[src/hdl/fcgrd_pkg.sv]
// fcgrd_pkg: shared types and constants of the record deframer
// depends on nothing; imported by every module of the block
`timescale 1ns / 1ps

package fcgrd_pkg;

    // record types and begin-request body values
    localparam logic [7:0]  KIND_BEGIN     = 8'd1;
    localparam logic [7:0]  KIND_PARAMS    = 8'd4;
    localparam logic [7:0]  KIND_STDIN     = 8'd5;
    localparam logic [15:0] ROLE_RESPONDER = 16'd1;
    localparam logic [15:0] BEGIN_MIN_LEFT = 16'd6;

    // event codes on the output channel
    localparam logic [3:0] EV_NAME_LEN    = 4'd0;
    localparam logic [3:0] EV_VALUE_LEN   = 4'd1;
    localparam logic [3:0] EV_NAME_BYTE   = 4'd2;
    localparam logic [3:0] EV_VALUE_BYTE  = 4'd3;
    localparam logic [3:0] EV_PARAMS_DONE = 4'd4;
    localparam logic [3:0] EV_PARAMS_ERR  = 4'd5;
    localparam logic [3:0] EV_STDIN_BYTE  = 4'd6;
    localparam logic [3:0] EV_REQ_DONE    = 4'd7;
    localparam logic [3:0] EV_BEGIN_OK    = 4'd8;

    // commands passed from the framer to the back end
    localparam logic [1:0] CMD_DIRECT      = 2'd0;
    localparam logic [1:0] CMD_PARAMS_BYTE = 2'd1;
    localparam logic [1:0] CMD_PARAMS_END  = 2'd2;

    // queue between the two halves
    localparam int QUEUE_DEPTH = 4;
    localparam int QUEUE_AW    = $clog2(QUEUE_DEPTH);

    // one queued command: for direct events data holds the event code
    typedef struct packed {
        logic [1:0] cmd;
        logic [7:0] data;
    } fcgrd_item_t;

endpackage

[src/hdl/fcgrd_if.sv]
// fcgrd_in_if / fcgrd_out_if: valid-ready channels of the record deframer
// no dependencies
`timescale 1ns / 1ps

interface fcgrd_in_if;
    logic       valid;
    logic       ready;
    logic [7:0] data_byte;

    modport source (output valid, output data_byte, input ready);
    modport sink   (input valid, input data_byte, output ready);
endinterface

interface fcgrd_out_if;
    logic       valid;
    logic       ready;
    logic [3:0] event_res;

    modport source (output valid, output event_res, input ready);
    modport sink   (input valid, input event_res, output ready);
endinterface

[src/hdl/fastcgi_record_deframer.sv]
// fastcgi_record_deframer: top level of the request record deframer
// depends on fcgrd_pkg, fcgrd_if, fcgrd_front, fcgrd_queue, fcgrd_back
//
//   channel   dir  payload            transfer when
//   in_ch     in   data_byte [7:0]    in_ch.valid && in_ch.ready
//   out_ch    out  event_res [3:0]    out_ch.valid && out_ch.ready
//
// one byte a cycle unless the queue is full; the framer classifies a byte in its accept cycle
// an event passes through a queue slot, then the output register
// only params body bytes and event-raising bytes take a queue slot
// in_ch.ready drops only when the four-entry queue is full (output stalled)
// rst_n clears framing and pair state asynchronously; no clearing pass
`timescale 1ns / 1ps

module fastcgi_record_deframer
    import fcgrd_pkg::*;
#(
    parameter int PAIR_LEN_BITS = 31
)
(
    input  logic        clk,
    input  logic        rst_n,
    fcgrd_in_if.sink    in_ch,
    fcgrd_out_if.source out_ch
);

    logic        q_full, q_not_empty, push, pop;
    fcgrd_item_t push_item, q_head;

    // header, body and padding framing
    fcgrd_front u_front (
        .clk       (clk),
        .rst_n     (rst_n),
        .in_valid  (in_ch.valid),
        .in_byte   (in_ch.data_byte),
        .in_ready  (in_ch.ready),
        .q_full    (q_full),
        .push      (push),
        .push_item (push_item)
    );

    // decoupling queue
    fcgrd_queue u_queue (
        .clk       (clk),
        .rst_n     (rst_n),
        .push      (push),
        .push_item (push_item),
        .full      (q_full),
        .pop       (pop),
        .not_empty (q_not_empty),
        .head      (q_head)
    );

    // pair decoding and result register
    fcgrd_back #(
        .PAIR_LEN_BITS (PAIR_LEN_BITS)
    ) u_back (
        .clk         (clk),
        .rst_n       (rst_n),
        .q_not_empty (q_not_empty),
        .q_head      (q_head),
        .pop         (pop),
        .out_valid   (out_ch.valid),
        .out_event   (out_ch.event_res),
        .out_ready   (out_ch.ready)
    );

endmodule

[src/hdl/fcgrd_front.sv]
// fcgrd_front: record framer, walks header, body and padding, one byte a cycle
// unless the queue is full; depends on fcgrd_pkg; pushes commands into fcgrd_queue
`timescale 1ns / 1ps

module fcgrd_front
    import fcgrd_pkg::*;
(
    input  logic        clk,
    input  logic        rst_n,
    input  logic        in_valid,
    input  logic [7:0]  in_byte,
    output logic        in_ready,
    input  logic        q_full,
    output logic        push,
    output fcgrd_item_t push_item
);

    localparam logic [1:0] PH_HEADER = 2'd0;
    localparam logic [1:0] PH_BODY   = 2'd1;
    localparam logic [1:0] PH_PAD    = 2'd2;

    logic [1:0]  phase_reg, phase_next;
    logic [2:0]  hpos_reg, hpos_next;
    logic [7:0]  kind_reg, kind_next;
    logic [15:0] body_left_reg, body_left_next;
    logic [1:0]  body_off_reg, body_off_next;
    logic [7:0]  pad_left_reg, pad_left_next;
    logic [15:0] role_reg, role_next;
    logic        take;
    logic [1:0]  after_body;

    assign in_ready   = !q_full;
    assign take       = in_valid && in_ready;
    assign after_body = (pad_left_reg != 8'd0) ? PH_PAD : PH_HEADER;

    // per-byte framing and classification
    always_comb
    begin
        phase_next     = phase_reg;
        hpos_next      = hpos_reg;
        kind_next      = kind_reg;
        body_left_next = body_left_reg;
        body_off_next  = body_off_reg;
        pad_left_next  = pad_left_reg;
        role_next      = role_reg;
        push           = 1'b0;
        push_item.cmd  = CMD_DIRECT;
        push_item.data = in_byte;
        if (take)
        begin
            unique case (phase_reg)
                PH_HEADER:
                begin
                    case (hpos_reg)
                        3'd1: kind_next = in_byte;
                        3'd4: body_left_next = {in_byte, 8'h00};
                        3'd5: body_left_next = {body_left_reg[15:8], in_byte};
                        3'd6: pad_left_next = in_byte;
                        default: ;
                    endcase
                    if (hpos_reg == 3'd7)
                    begin
                        hpos_next     = 3'd0;
                        body_off_next = 2'd0;
                        if (body_left_reg != 16'd0)
                        begin
                            phase_next = PH_BODY;
                        end
                        else
                        begin
                            phase_next = after_body;
                            if (kind_reg == KIND_PARAMS)
                            begin
                                push          = 1'b1;
                                push_item.cmd = CMD_PARAMS_END;
                            end
                            else if (kind_reg == KIND_STDIN)
                            begin
                                push           = 1'b1;
                                push_item.data = {4'h0, EV_REQ_DONE};
                            end
                        end
                    end
                    else
                    begin
                        hpos_next = hpos_reg + 3'd1;
                    end
                end
                PH_BODY:
                begin
                    if (kind_reg == KIND_BEGIN)
                    begin
                        case (body_off_reg)
                            2'd0: role_next = {in_byte, 8'h00};
                            2'd1: role_next = {role_reg[15:8], in_byte};
                            2'd2:
                            begin
                                if (body_left_reg >= BEGIN_MIN_LEFT &&
                                    role_reg == ROLE_RESPONDER)
                                begin
                                    push           = 1'b1;
                                    push_item.data = {4'h0, EV_BEGIN_OK};
                                end
                            end
                            default: ;
                        endcase
                    end
                    else if (kind_reg == KIND_PARAMS)
                    begin
                        push          = 1'b1;
                        push_item.cmd = CMD_PARAMS_BYTE;
                    end
                    else if (kind_reg == KIND_STDIN)
                    begin
                        push           = 1'b1;
                        push_item.data = {4'h0, EV_STDIN_BYTE};
                    end
                    // offset saturates: only the first three body bytes matter
                    if (body_off_reg != 2'd3)
                    begin
                        body_off_next = body_off_reg + 2'd1;
                    end
                    body_left_next = body_left_reg - 16'd1;
                    if (body_left_reg == 16'd1)
                    begin
                        phase_next = after_body;
                    end
                end
                PH_PAD:
                begin
                    pad_left_next = pad_left_reg - 8'd1;
                    if (pad_left_reg == 8'd1)
                    begin
                        phase_next = PH_HEADER;
                    end
                end
                default:
                begin
                    phase_next = PH_HEADER;
                end
            endcase
        end
    end

    // framing state
    always_ff @(posedge clk or negedge rst_n)
    begin
        if (!rst_n)
        begin
            phase_reg     <= PH_HEADER;
            hpos_reg      <= 3'd0;
            kind_reg      <= 8'd0;
            body_left_reg <= 16'd0;
            body_off_reg  <= 2'd0;
            pad_left_reg  <= 8'd0;
            role_reg      <= 16'd0;
        end
        else
        begin
            phase_reg     <= phase_next;
            hpos_reg      <= hpos_next;
            kind_reg      <= kind_next;
            body_left_reg <= body_left_next;
            body_off_reg  <= body_off_next;
            pad_left_reg  <= pad_left_next;
            role_reg      <= role_next;
        end
    end

endmodule

[src/hdl/fcgrd_queue.sv]
// fcgrd_queue: short command queue between framer and pair decoder
// depends on fcgrd_pkg for the item type and depth
`timescale 1ns / 1ps

module fcgrd_queue
    import fcgrd_pkg::*;
(
    input  logic        clk,
    input  logic        rst_n,
    input  logic        push,
    input  fcgrd_item_t push_item,
    output logic        full,
    input  logic        pop,
    output logic        not_empty,
    output fcgrd_item_t head
);

    fcgrd_item_t           slot_reg [QUEUE_DEPTH];
    logic [QUEUE_AW-1:0]   wr_ptr_reg, rd_ptr_reg;
    logic [QUEUE_AW:0]     count_reg;
    logic                  do_push, do_pop;

    assign full      = (count_reg == (QUEUE_AW + 1)'(QUEUE_DEPTH));
    assign not_empty = (count_reg != '0);
    assign head      = slot_reg[rd_ptr_reg];
    assign do_push   = push && !full;
    assign do_pop    = pop && not_empty;

    // storage
    always_ff @(posedge clk)
    begin
        if (do_push)
        begin
            slot_reg[wr_ptr_reg] <= push_item;
        end
    end

    // pointers and fill count
    always_ff @(posedge clk or negedge rst_n)
    begin
        if (!rst_n)
        begin
            wr_ptr_reg <= '0;
            rd_ptr_reg <= '0;
            count_reg  <= '0;
        end
        else
        begin
            if (do_push)
            begin
                wr_ptr_reg <= wr_ptr_reg + 1'b1;
            end
            if (do_pop)
            begin
                rd_ptr_reg <= rd_ptr_reg + 1'b1;
            end
            if (do_push && !do_pop)
            begin
                count_reg <= count_reg + 1'b1;
            end
            else if (do_pop && !do_push)
            begin
                count_reg <= count_reg - 1'b1;
            end
        end
    end

endmodule

[src/hdl/fcgrd_back.sv]
// fcgrd_back: name-value pair decoder and output event register
// depends on fcgrd_pkg; pops commands from fcgrd_queue
`timescale 1ns / 1ps

module fcgrd_back
    import fcgrd_pkg::*;
#(
    parameter int PAIR_LEN_BITS = 31
)
(
    input  logic        clk,
    input  logic        rst_n,
    input  logic        q_not_empty,
    input  fcgrd_item_t q_head,
    output logic        pop,
    output logic        out_valid,
    output logic [3:0]  out_event,
    input  logic        out_ready
);

    localparam logic [2:0] PP_NAME_LEN        = 3'd0;
    localparam logic [2:0] PP_NAME_LEN_MORE   = 3'd1;
    localparam logic [2:0] PP_VALUE_LEN       = 3'd2;
    localparam logic [2:0] PP_VALUE_LEN_MORE  = 3'd3;
    localparam logic [2:0] PP_NAME            = 3'd4;
    localparam logic [2:0] PP_VALUE           = 3'd5;

    logic [2:0]               pp_reg, pp_next;
    logic [1:0]               lbytes_reg, lbytes_next;
    logic [PAIR_LEN_BITS-1:0] acc_reg, acc_next;
    logic [PAIR_LEN_BITS-1:0] name_reg, name_next;
    logic [PAIR_LEN_BITS-1:0] value_reg, value_next;
    logic [PAIR_LEN_BITS+7:0] acc_shift;
    logic [1:0]               lbytes_dec;
    logic [PAIR_LEN_BITS-1:0] name_dec, value_dec;
    logic                     ev_fire;
    logic [3:0]               ev_code;
    logic                     out_valid_reg;
    logic [3:0]               out_event_reg;
    logic [7:0]               b;

    assign pop       = q_not_empty && (!out_valid_reg || out_ready);
    assign out_valid = out_valid_reg;
    assign out_event = out_event_reg;
    assign b         = q_head.data;
    assign acc_shift = {acc_reg, b};
    assign lbytes_dec = (lbytes_reg != 2'd0) ? lbytes_reg - 2'd1 : 2'd0;
    assign name_dec  = (name_reg != '0) ? name_reg - 1'b1 : name_reg;
    assign value_dec = (value_reg != '0) ? value_reg - 1'b1 : value_reg;

    // command execution
    always_comb
    begin
        pp_next     = pp_reg;
        lbytes_next = lbytes_reg;
        acc_next    = acc_reg;
        name_next   = name_reg;
        value_next  = value_reg;
        ev_fire     = 1'b0;
        ev_code     = q_head.data[3:0];
        if (pop)
        begin
            case (q_head.cmd)
                CMD_DIRECT:
                begin
                    ev_fire = 1'b1;
                end
                CMD_PARAMS_END:
                begin
                    ev_fire     = 1'b1;
                    ev_code     = (pp_reg == PP_NAME_LEN) ? EV_PARAMS_DONE : EV_PARAMS_ERR;
                    pp_next     = PP_NAME_LEN;
                    lbytes_next = 2'd0;
                    acc_next    = '0;
                    name_next   = '0;
                    value_next  = '0;
                end
                CMD_PARAMS_BYTE:
                begin
                    unique case (pp_reg)
                        PP_NAME_LEN, PP_VALUE_LEN:
                        begin
                            if (b[7])
                            begin
                                acc_next    = {{(PAIR_LEN_BITS-7){1'b0}}, b[6:0]};
                                lbytes_next = 2'd3;
                                pp_next     = (pp_reg == PP_NAME_LEN) ?
                                              PP_NAME_LEN_MORE : PP_VALUE_LEN_MORE;
                            end
                            else if (pp_reg == PP_NAME_LEN)
                            begin
                                name_next = {{(PAIR_LEN_BITS-8){1'b0}}, b};
                                pp_next   = PP_VALUE_LEN;
                                ev_fire   = 1'b1;
                                ev_code   = EV_NAME_LEN;
                            end
                            else
                            begin
                                value_next = {{(PAIR_LEN_BITS-8){1'b0}}, b};
                                ev_fire    = 1'b1;
                                ev_code    = EV_VALUE_LEN;
                                if (name_reg != '0)
                                    pp_next = PP_NAME;
                                else if (b != 8'd0)
                                    pp_next = PP_VALUE;
                                else
                                    pp_next = PP_NAME_LEN;
                            end
                        end
                        PP_NAME_LEN_MORE, PP_VALUE_LEN_MORE:
                        begin
                            acc_next    = acc_shift[PAIR_LEN_BITS-1:0];
                            lbytes_next = lbytes_dec;
                            if (lbytes_dec == 2'd0)
                            begin
                                acc_next = '0;
                                ev_fire  = 1'b1;
                                if (pp_reg == PP_NAME_LEN_MORE)
                                begin
                                    name_next = acc_shift[PAIR_LEN_BITS-1:0];
                                    pp_next   = PP_VALUE_LEN;
                                    ev_code   = EV_NAME_LEN;
                                end
                                else
                                begin
                                    value_next = acc_shift[PAIR_LEN_BITS-1:0];
                                    ev_code    = EV_VALUE_LEN;
                                    if (name_reg != '0)
                                        pp_next = PP_NAME;
                                    else if (acc_shift[PAIR_LEN_BITS-1:0] != '0)
                                        pp_next = PP_VALUE;
                                    else
                                        pp_next = PP_NAME_LEN;
                                end
                            end
                        end
                        PP_NAME:
                        begin
                            name_next = name_dec;
                            ev_fire   = 1'b1;
                            ev_code   = EV_NAME_BYTE;
                            if (name_dec == '0)
                                pp_next = (value_reg != '0) ? PP_VALUE : PP_NAME_LEN;
                        end
                        PP_VALUE:
                        begin
                            value_next = value_dec;
                            ev_fire    = 1'b1;
                            ev_code    = EV_VALUE_BYTE;
                            if (value_dec == '0)
                                pp_next = PP_NAME_LEN;
                        end
                        default:
                        begin
                            pp_next     = PP_NAME_LEN;
                            lbytes_next = 2'd0;
                            acc_next    = '0;
                            name_next   = '0;
                            value_next  = '0;
                        end
                    endcase
                end
                default: ;
            endcase
        end
    end

    // decoder state
    always_ff @(posedge clk or negedge rst_n)
    begin
        if (!rst_n)
        begin
            pp_reg     <= PP_NAME_LEN;
            lbytes_reg <= 2'd0;
            acc_reg    <= '0;
            name_reg   <= '0;
            value_reg  <= '0;
        end
        else
        begin
            pp_reg     <= pp_next;
            lbytes_reg <= lbytes_next;
            acc_reg    <= acc_next;
            name_reg   <= name_next;
            value_reg  <= value_next;
        end
    end

    // output register: holds an event until its transfer
    always_ff @(posedge clk or negedge rst_n)
    begin
        if (!rst_n)
        begin
            out_valid_reg <= 1'b0;
        end
        else if (ev_fire)
        begin
            out_valid_reg <= 1'b1;
        end
        else if (out_ready)
        begin
            out_valid_reg <= 1'b0;
        end
    end

    always_ff @(posedge clk)
    begin
        if (ev_fire)
        begin
            out_event_reg <= ev_code;
        end
    end

endmodule

[src/flat_wrapper.sv]
// flat-port wrapper written by rule: the top's interface ports become plain ports
module fastcgi_record_deframer_flat import fcgrd_pkg::*;
#(
    parameter int PAIR_LEN_BITS = 31
)
  (clk, rst_n, in_ch_valid, in_ch_data_byte, in_ch_ready, out_ch_valid, out_ch_event_res, out_ch_ready);
  fcgrd_in_if in_ch_i ();
  fcgrd_out_if out_ch_i ();
  input  logic clk;
  input  logic rst_n;
  input wire logic [$bits(in_ch_i.valid)-1:0] in_ch_valid;
  input wire logic [$bits(in_ch_i.data_byte)-1:0] in_ch_data_byte;
  output wire logic [$bits(in_ch_i.ready)-1:0] in_ch_ready;
  output wire logic [$bits(out_ch_i.valid)-1:0] out_ch_valid;
  output wire logic [$bits(out_ch_i.event_res)-1:0] out_ch_event_res;
  input wire logic [$bits(out_ch_i.ready)-1:0] out_ch_ready;
  assign in_ch_i.valid = in_ch_valid;
  assign in_ch_i.data_byte = in_ch_data_byte;
  assign in_ch_ready = in_ch_i.ready;
  assign out_ch_valid = out_ch_i.valid;
  assign out_ch_event_res = out_ch_i.event_res;
  assign out_ch_i.ready = out_ch_ready;
  fastcgi_record_deframer #(.PAIR_LEN_BITS(PAIR_LEN_BITS)) u_core (.clk(clk), .rst_n(rst_n), .in_ch(in_ch_i), .out_ch(out_ch_i));
endmodule
[config.mk]
export PLATFORM = sky130hd
export DESIGN_NAME = fastcgi_record_deframer_flat
export DESIGN_NICKNAME = d
export VERILOG_FILES = /design/src/hdl/fcgrd_pkg.sv /design/src/hdl/fcgrd_if.sv /design/src/hdl/fastcgi_record_deframer.sv /design/src/hdl/fcgrd_front.sv /design/src/hdl/fcgrd_queue.sv /design/src/hdl/fcgrd_back.sv /design/src/flat_wrapper.sv
export SDC_FILE = /design/constraint.sdc
export NUM_CORES = 1
export LEC_CHECK = 0
export ABC_CLOCK_PERIOD_IN_PS = 3890
export BUFFER_PORTS_ARGS = -buffer_cell sky130_fd_sc_hd__buf_2
export CAP_MARGIN = 20
export CELL_PAD_IN_SITES_DETAIL_PLACEMENT = 1
export CELL_PAD_IN_SITES_GLOBAL_PLACEMENT = 2
export CORE_ASPECT_RATIO = 1.25
export CORE_MARGIN = 10
export CORE_UTILIZATION = 41
export DETAILED_ROUTE_END_ITERATION = 8
export PLACE_DENSITY = 0.76
export SLEW_MARGIN = 25
export SYNTH_ARGS = -nofsm -noshare
export SYNTH_HDL_FRONTEND = slang
export SYNTH_HIERARCHICAL = 1
export SYNTH_SLANG_ARGS = --single-unit
[constraint.sdc]
create_clock -name clk -period 3.89 [get_ports clk]
set_clock_uncertainty 0.05 [all_clocks]
set_input_delay 0.1945 -clock clk [delete_from_list [all_inputs] [get_ports clk]]
set_output_delay 0.1945 -clock clk [all_outputs]
set_load 0.005 [all_outputs]
==> flow_metrics.env <==
export IMPL_relSlewSlack=0.3713
export IMPL_synth_nets=1303
export IMPL_arrival_ps=3900
export IMPL_synthCells=1263
export IMPL_cts_sinks=197
export IMPL_clock_latency_ps=470
export IMPL_clkTransAtPathRegs_ps=90
export IMPL_cp_end_kind="register"
export IMPL_drc=0
export IMPL_ios=18
export IMPL_cts_setup_buffers=0
export IMPL_path_cells="inv_1, ha_1, or4b_2, or4_1, o21bai_1, nor3b_1, a21oi_1, o21ai_0, and4bb_1, o21bai_4, mux2_4"
export IMPL_fp_coreArea_um2=27820
export IMPL_finalNetCount=1303
export IMPL_cp_slowest_stage_delay_ps=620
export IMPL_start_util=0.4186
export IMPL_dieHeight_um=208.4
export IMPL_antenna_found_initial=0
export IMPL_cp_top_family="simple AND/OR/NAND/NOR gates"
export IMPL_grt_total_usage=0.2199
export IMPL_synth_avg_cell_area_um2=9.221
export IMPL_hold_class="in2reg"
export IMPL_critPathKind="reg2reg"
export IMPL_startpoint_type="register"
export IMPL_largest_reg_flops=40
export IMPL_dp_hpwl_um=27800
export IMPL_cpMaxStageDelayCell="or4b_2"
export IMPL_wirelength_um=38720
export IMPL_diodes=0
export IMPL_wl_per_cell_um=23.81
export IMPL_slew_viol_final=0
export IMPL_overflow=0
export IMPL_intPower_mw=5.030
export IMPL_ys_async_sr_fraction=0.7766
export IMPL_critPathBufInv=1
export IMPL_cts_root_buf="clkbuf_16"
export IMPL_numCtsBuffers=17
export IMPL_p_comb_frac=0.476
export IMPL_vias_per_cell=6.135
export IMPL_synth_edff_count=44
export IMPL_ys_warn_count=6
export IMPL_synth_top_cell_by_area="dfrtp_1"
export IMPL_cap_violations=0
export IMPL_final_common_cell="o21ai_0"
export IMPL_cts_tree="built"
export IMPL_mostFrequentLayoutCells="156 x o21ai_0, 153 x dfrtp_1, 137 x nand2_1"
export IMPL_ctsHtreeMaxLevel=4
export IMPL_numPortBuffers=17
export IMPL_power_density_nw_per_um2=723.2
export IMPL_cp_max_fo=7
export IMPL_drtAntennaViolNets=0
export IMPL_area_delta_synth_final_pct=10.31
export IMPL_ys_ff_latch=197
export IMPL_dp_cells=1591
export IMPL_hold_violations=0
export IMPL_fmax_mhz=277.3
export IMPL_multi_input_area_um2=6005
export IMPL_seq_area_frac_synth=0.4422
export IMPL_vdd_drop_max_v=0.0002980
export IMPL_gp_congestion=0.8465
export IMPL_num_rows=68
export IMPL_drive_gt1_frac=0.1160
export IMPL_netlist_cell_type_count=86
export IMPL_num_vias=9975
export IMPL_min_period_over_period=0.9272
export IMPL_finalNonFillerCells=1626
export IMPL_pwr_share_seq=0.311
export IMPL_final_setup_viol_count=0
export IMPL_grt_max_degree=91
export IMPL_die_x_um=170.7
export IMPL_dieArea_um2=35590
export IMPL_pwr_share_clk=0.213
export IMPL_first_iter_violations=656
export IMPL_fin_crit_ps=3607
export IMPL_seq_area_um2=5150
export IMPL_synth_top_flop_cell="dfrtp_1"
export IMPL_status="completed"
export IMPL_fillers=3178
export IMPL_switching_share=0.4586
export IMPL_grt_pass1_vias=10500
export IMPL_yosysTopAreaCellShare=0.3287
export IMPL_grt_setup_unrepaired="false"
export IMPL_dr_pass1_iters=5
export IMPL_switching_power_mw=4.261
export IMPL_tightest_slew_ps=934.4
export IMPL_synth_area_top_cells="dfrtp_1 33%, edfxtp_1 11%, o21ai_0 6.7%, nand2_1 4.4%, nor2_1 3.1%"
export IMPL_crit_required_ps=4190
export IMPL_grt_pass1_wl_um=61540
export IMPL_clockBufferDepth=2
export IMPL_syn_area_um2=11650
export IMPL_fin_tns_setup_ps=0
export IMPL_total_leakage_power_nw=5.315
-- through the flow --
stage / power [mW] / setup slack, ps / hold WS, ps / utilization / instance area [um^2]
after floorplan: 5.921 / 695.7 / -151.1 / - / 11650
after global placement: 7.255 / 415.6 / 312.6 / 0.4364 / 12140
after detailed placement: 7.322 / 279.7 / 300.5 / 0.4364 / 12140
after CTS: 9.349 / 254.9 / 65.27 / 0.4606 / 12810
after global routing: 9.962 / 82.71 / 78.93 / 0.4618 / 12850
final: 9.291 / 283.3 / 77.74 / 0.4618 / 12850
-- per-layer routing --
| metal | part of all wire | global-route usage | up-vias | routed length [um] |
|---|---|---|---|---|
| li1 | - | - | 4679 | - |
| met1 | 0.43 | 0.2669 | 5054 | 16470 |
| met2 | 0.51 | 0.3831 | 186 | 19940 |
| met3 | 0.027 | 0.02766 | 56 | 1035 |
| met4 | 0.033 | 0.08792 | 0 | 1282 |
| met5 | 0 | 0 | - | 0 |
-- worst reg2reg max path, delay by kind of cell (launching register included) --
family | cells | cell delay, ps
and+or+nand+nor | 4 | 1580
AOI/OAI and AO/OA | 4 | 860
DFF | 1 | 440
muxes | 1 | 310
adders and majority gates | 1 | 150
buffers and inverters | 1 | 110
-- cell usage after synthesis, types with 9 or more instances --
cell      count
o21ai_0     156
buf_2         9
nand4_1      18
a22oi_1      11
a31oi_1      19
ha_1         27
a22o_1       34
xor2_1       10
clkbuf_1     60
o31ai_1      24
nand2_1     137
xnor2_1      19
nand2b_1     19
edfxtp_1     44
nand3_1      26
or3_1        11
a32oi_1      10
mux4_2       10
nor2b_1      15
mux2_2       12
or4_1        10
nor4_1       33
a21oi_1      56
inv_1        43
nor2_1       96
dfrtp_1     153
nor3_1       39
-- cell type report --
class,instances,share of cell area
Timing Repair Buffer,60,0.03418
Sequential cell,197,0.4009
Inverter,43,0.01256
Multi-Input combinational cell,944,0.4674
Clock buffer,17,0.03311
Clock inverter,15,0.01782
Tap cell,350,0.03409
-- power groups by stage --
stage,combinational [mW],sequential (mW),clock (mW)
after floorplan,3.19,2.73,0
after detailed placement,4.39,2.93,0
after CTS,4.43,2.89,2.03
after global placement,4.34,2.91,0
after global routing,4.89,2.96,2.12
final,4.42,2.89,1.98
-- cell families after synthesis --
| group | count (synthesis) | synth area share |
|---|---|---|
| fa+ha+maj | 28 | 0.03073 |
| compound gates | 385 | 0.2113 |
| mux | 25 | 0.03438 |
| buf+inv | 122 | 0.04287 |
| xor+xnor | 29 | 0.02181 |
| flops | 197 | 0.4422 |
| simple gates | 477 | 0.2167 |
-- timing repair --
item	CTS	global route
setup endpoints to repair	0	1
hold endpoints to repair	88	0
hold buffers	2	0
gates resized for setup	0	1
-- path summary, 6_finish.rpt --
check	cells after the start	start	slack, ps	end
max in group asynchronous	4	rst_n	2630	u_core/u_back/name_reg[16]
min	3	in_ch_data_byte[5]	80	u_core/u_front/role_reg[13]
max reg2reg	11	u_core/u_back/name_reg[0]	280	u_core/u_back/pp_reg[2]
max	11	u_core/u_back/name_reg[0]	280	u_core/u_back/pp_reg[2]
min reg2reg	2	u_core/u_front/role_reg[14]	440	u_core/u_front/role_reg[14]
min in group asynchronous	2	rst_n	100	u_core/u_back/value_reg[27]
Note: power is estimated with default switching activity, not from simulation.
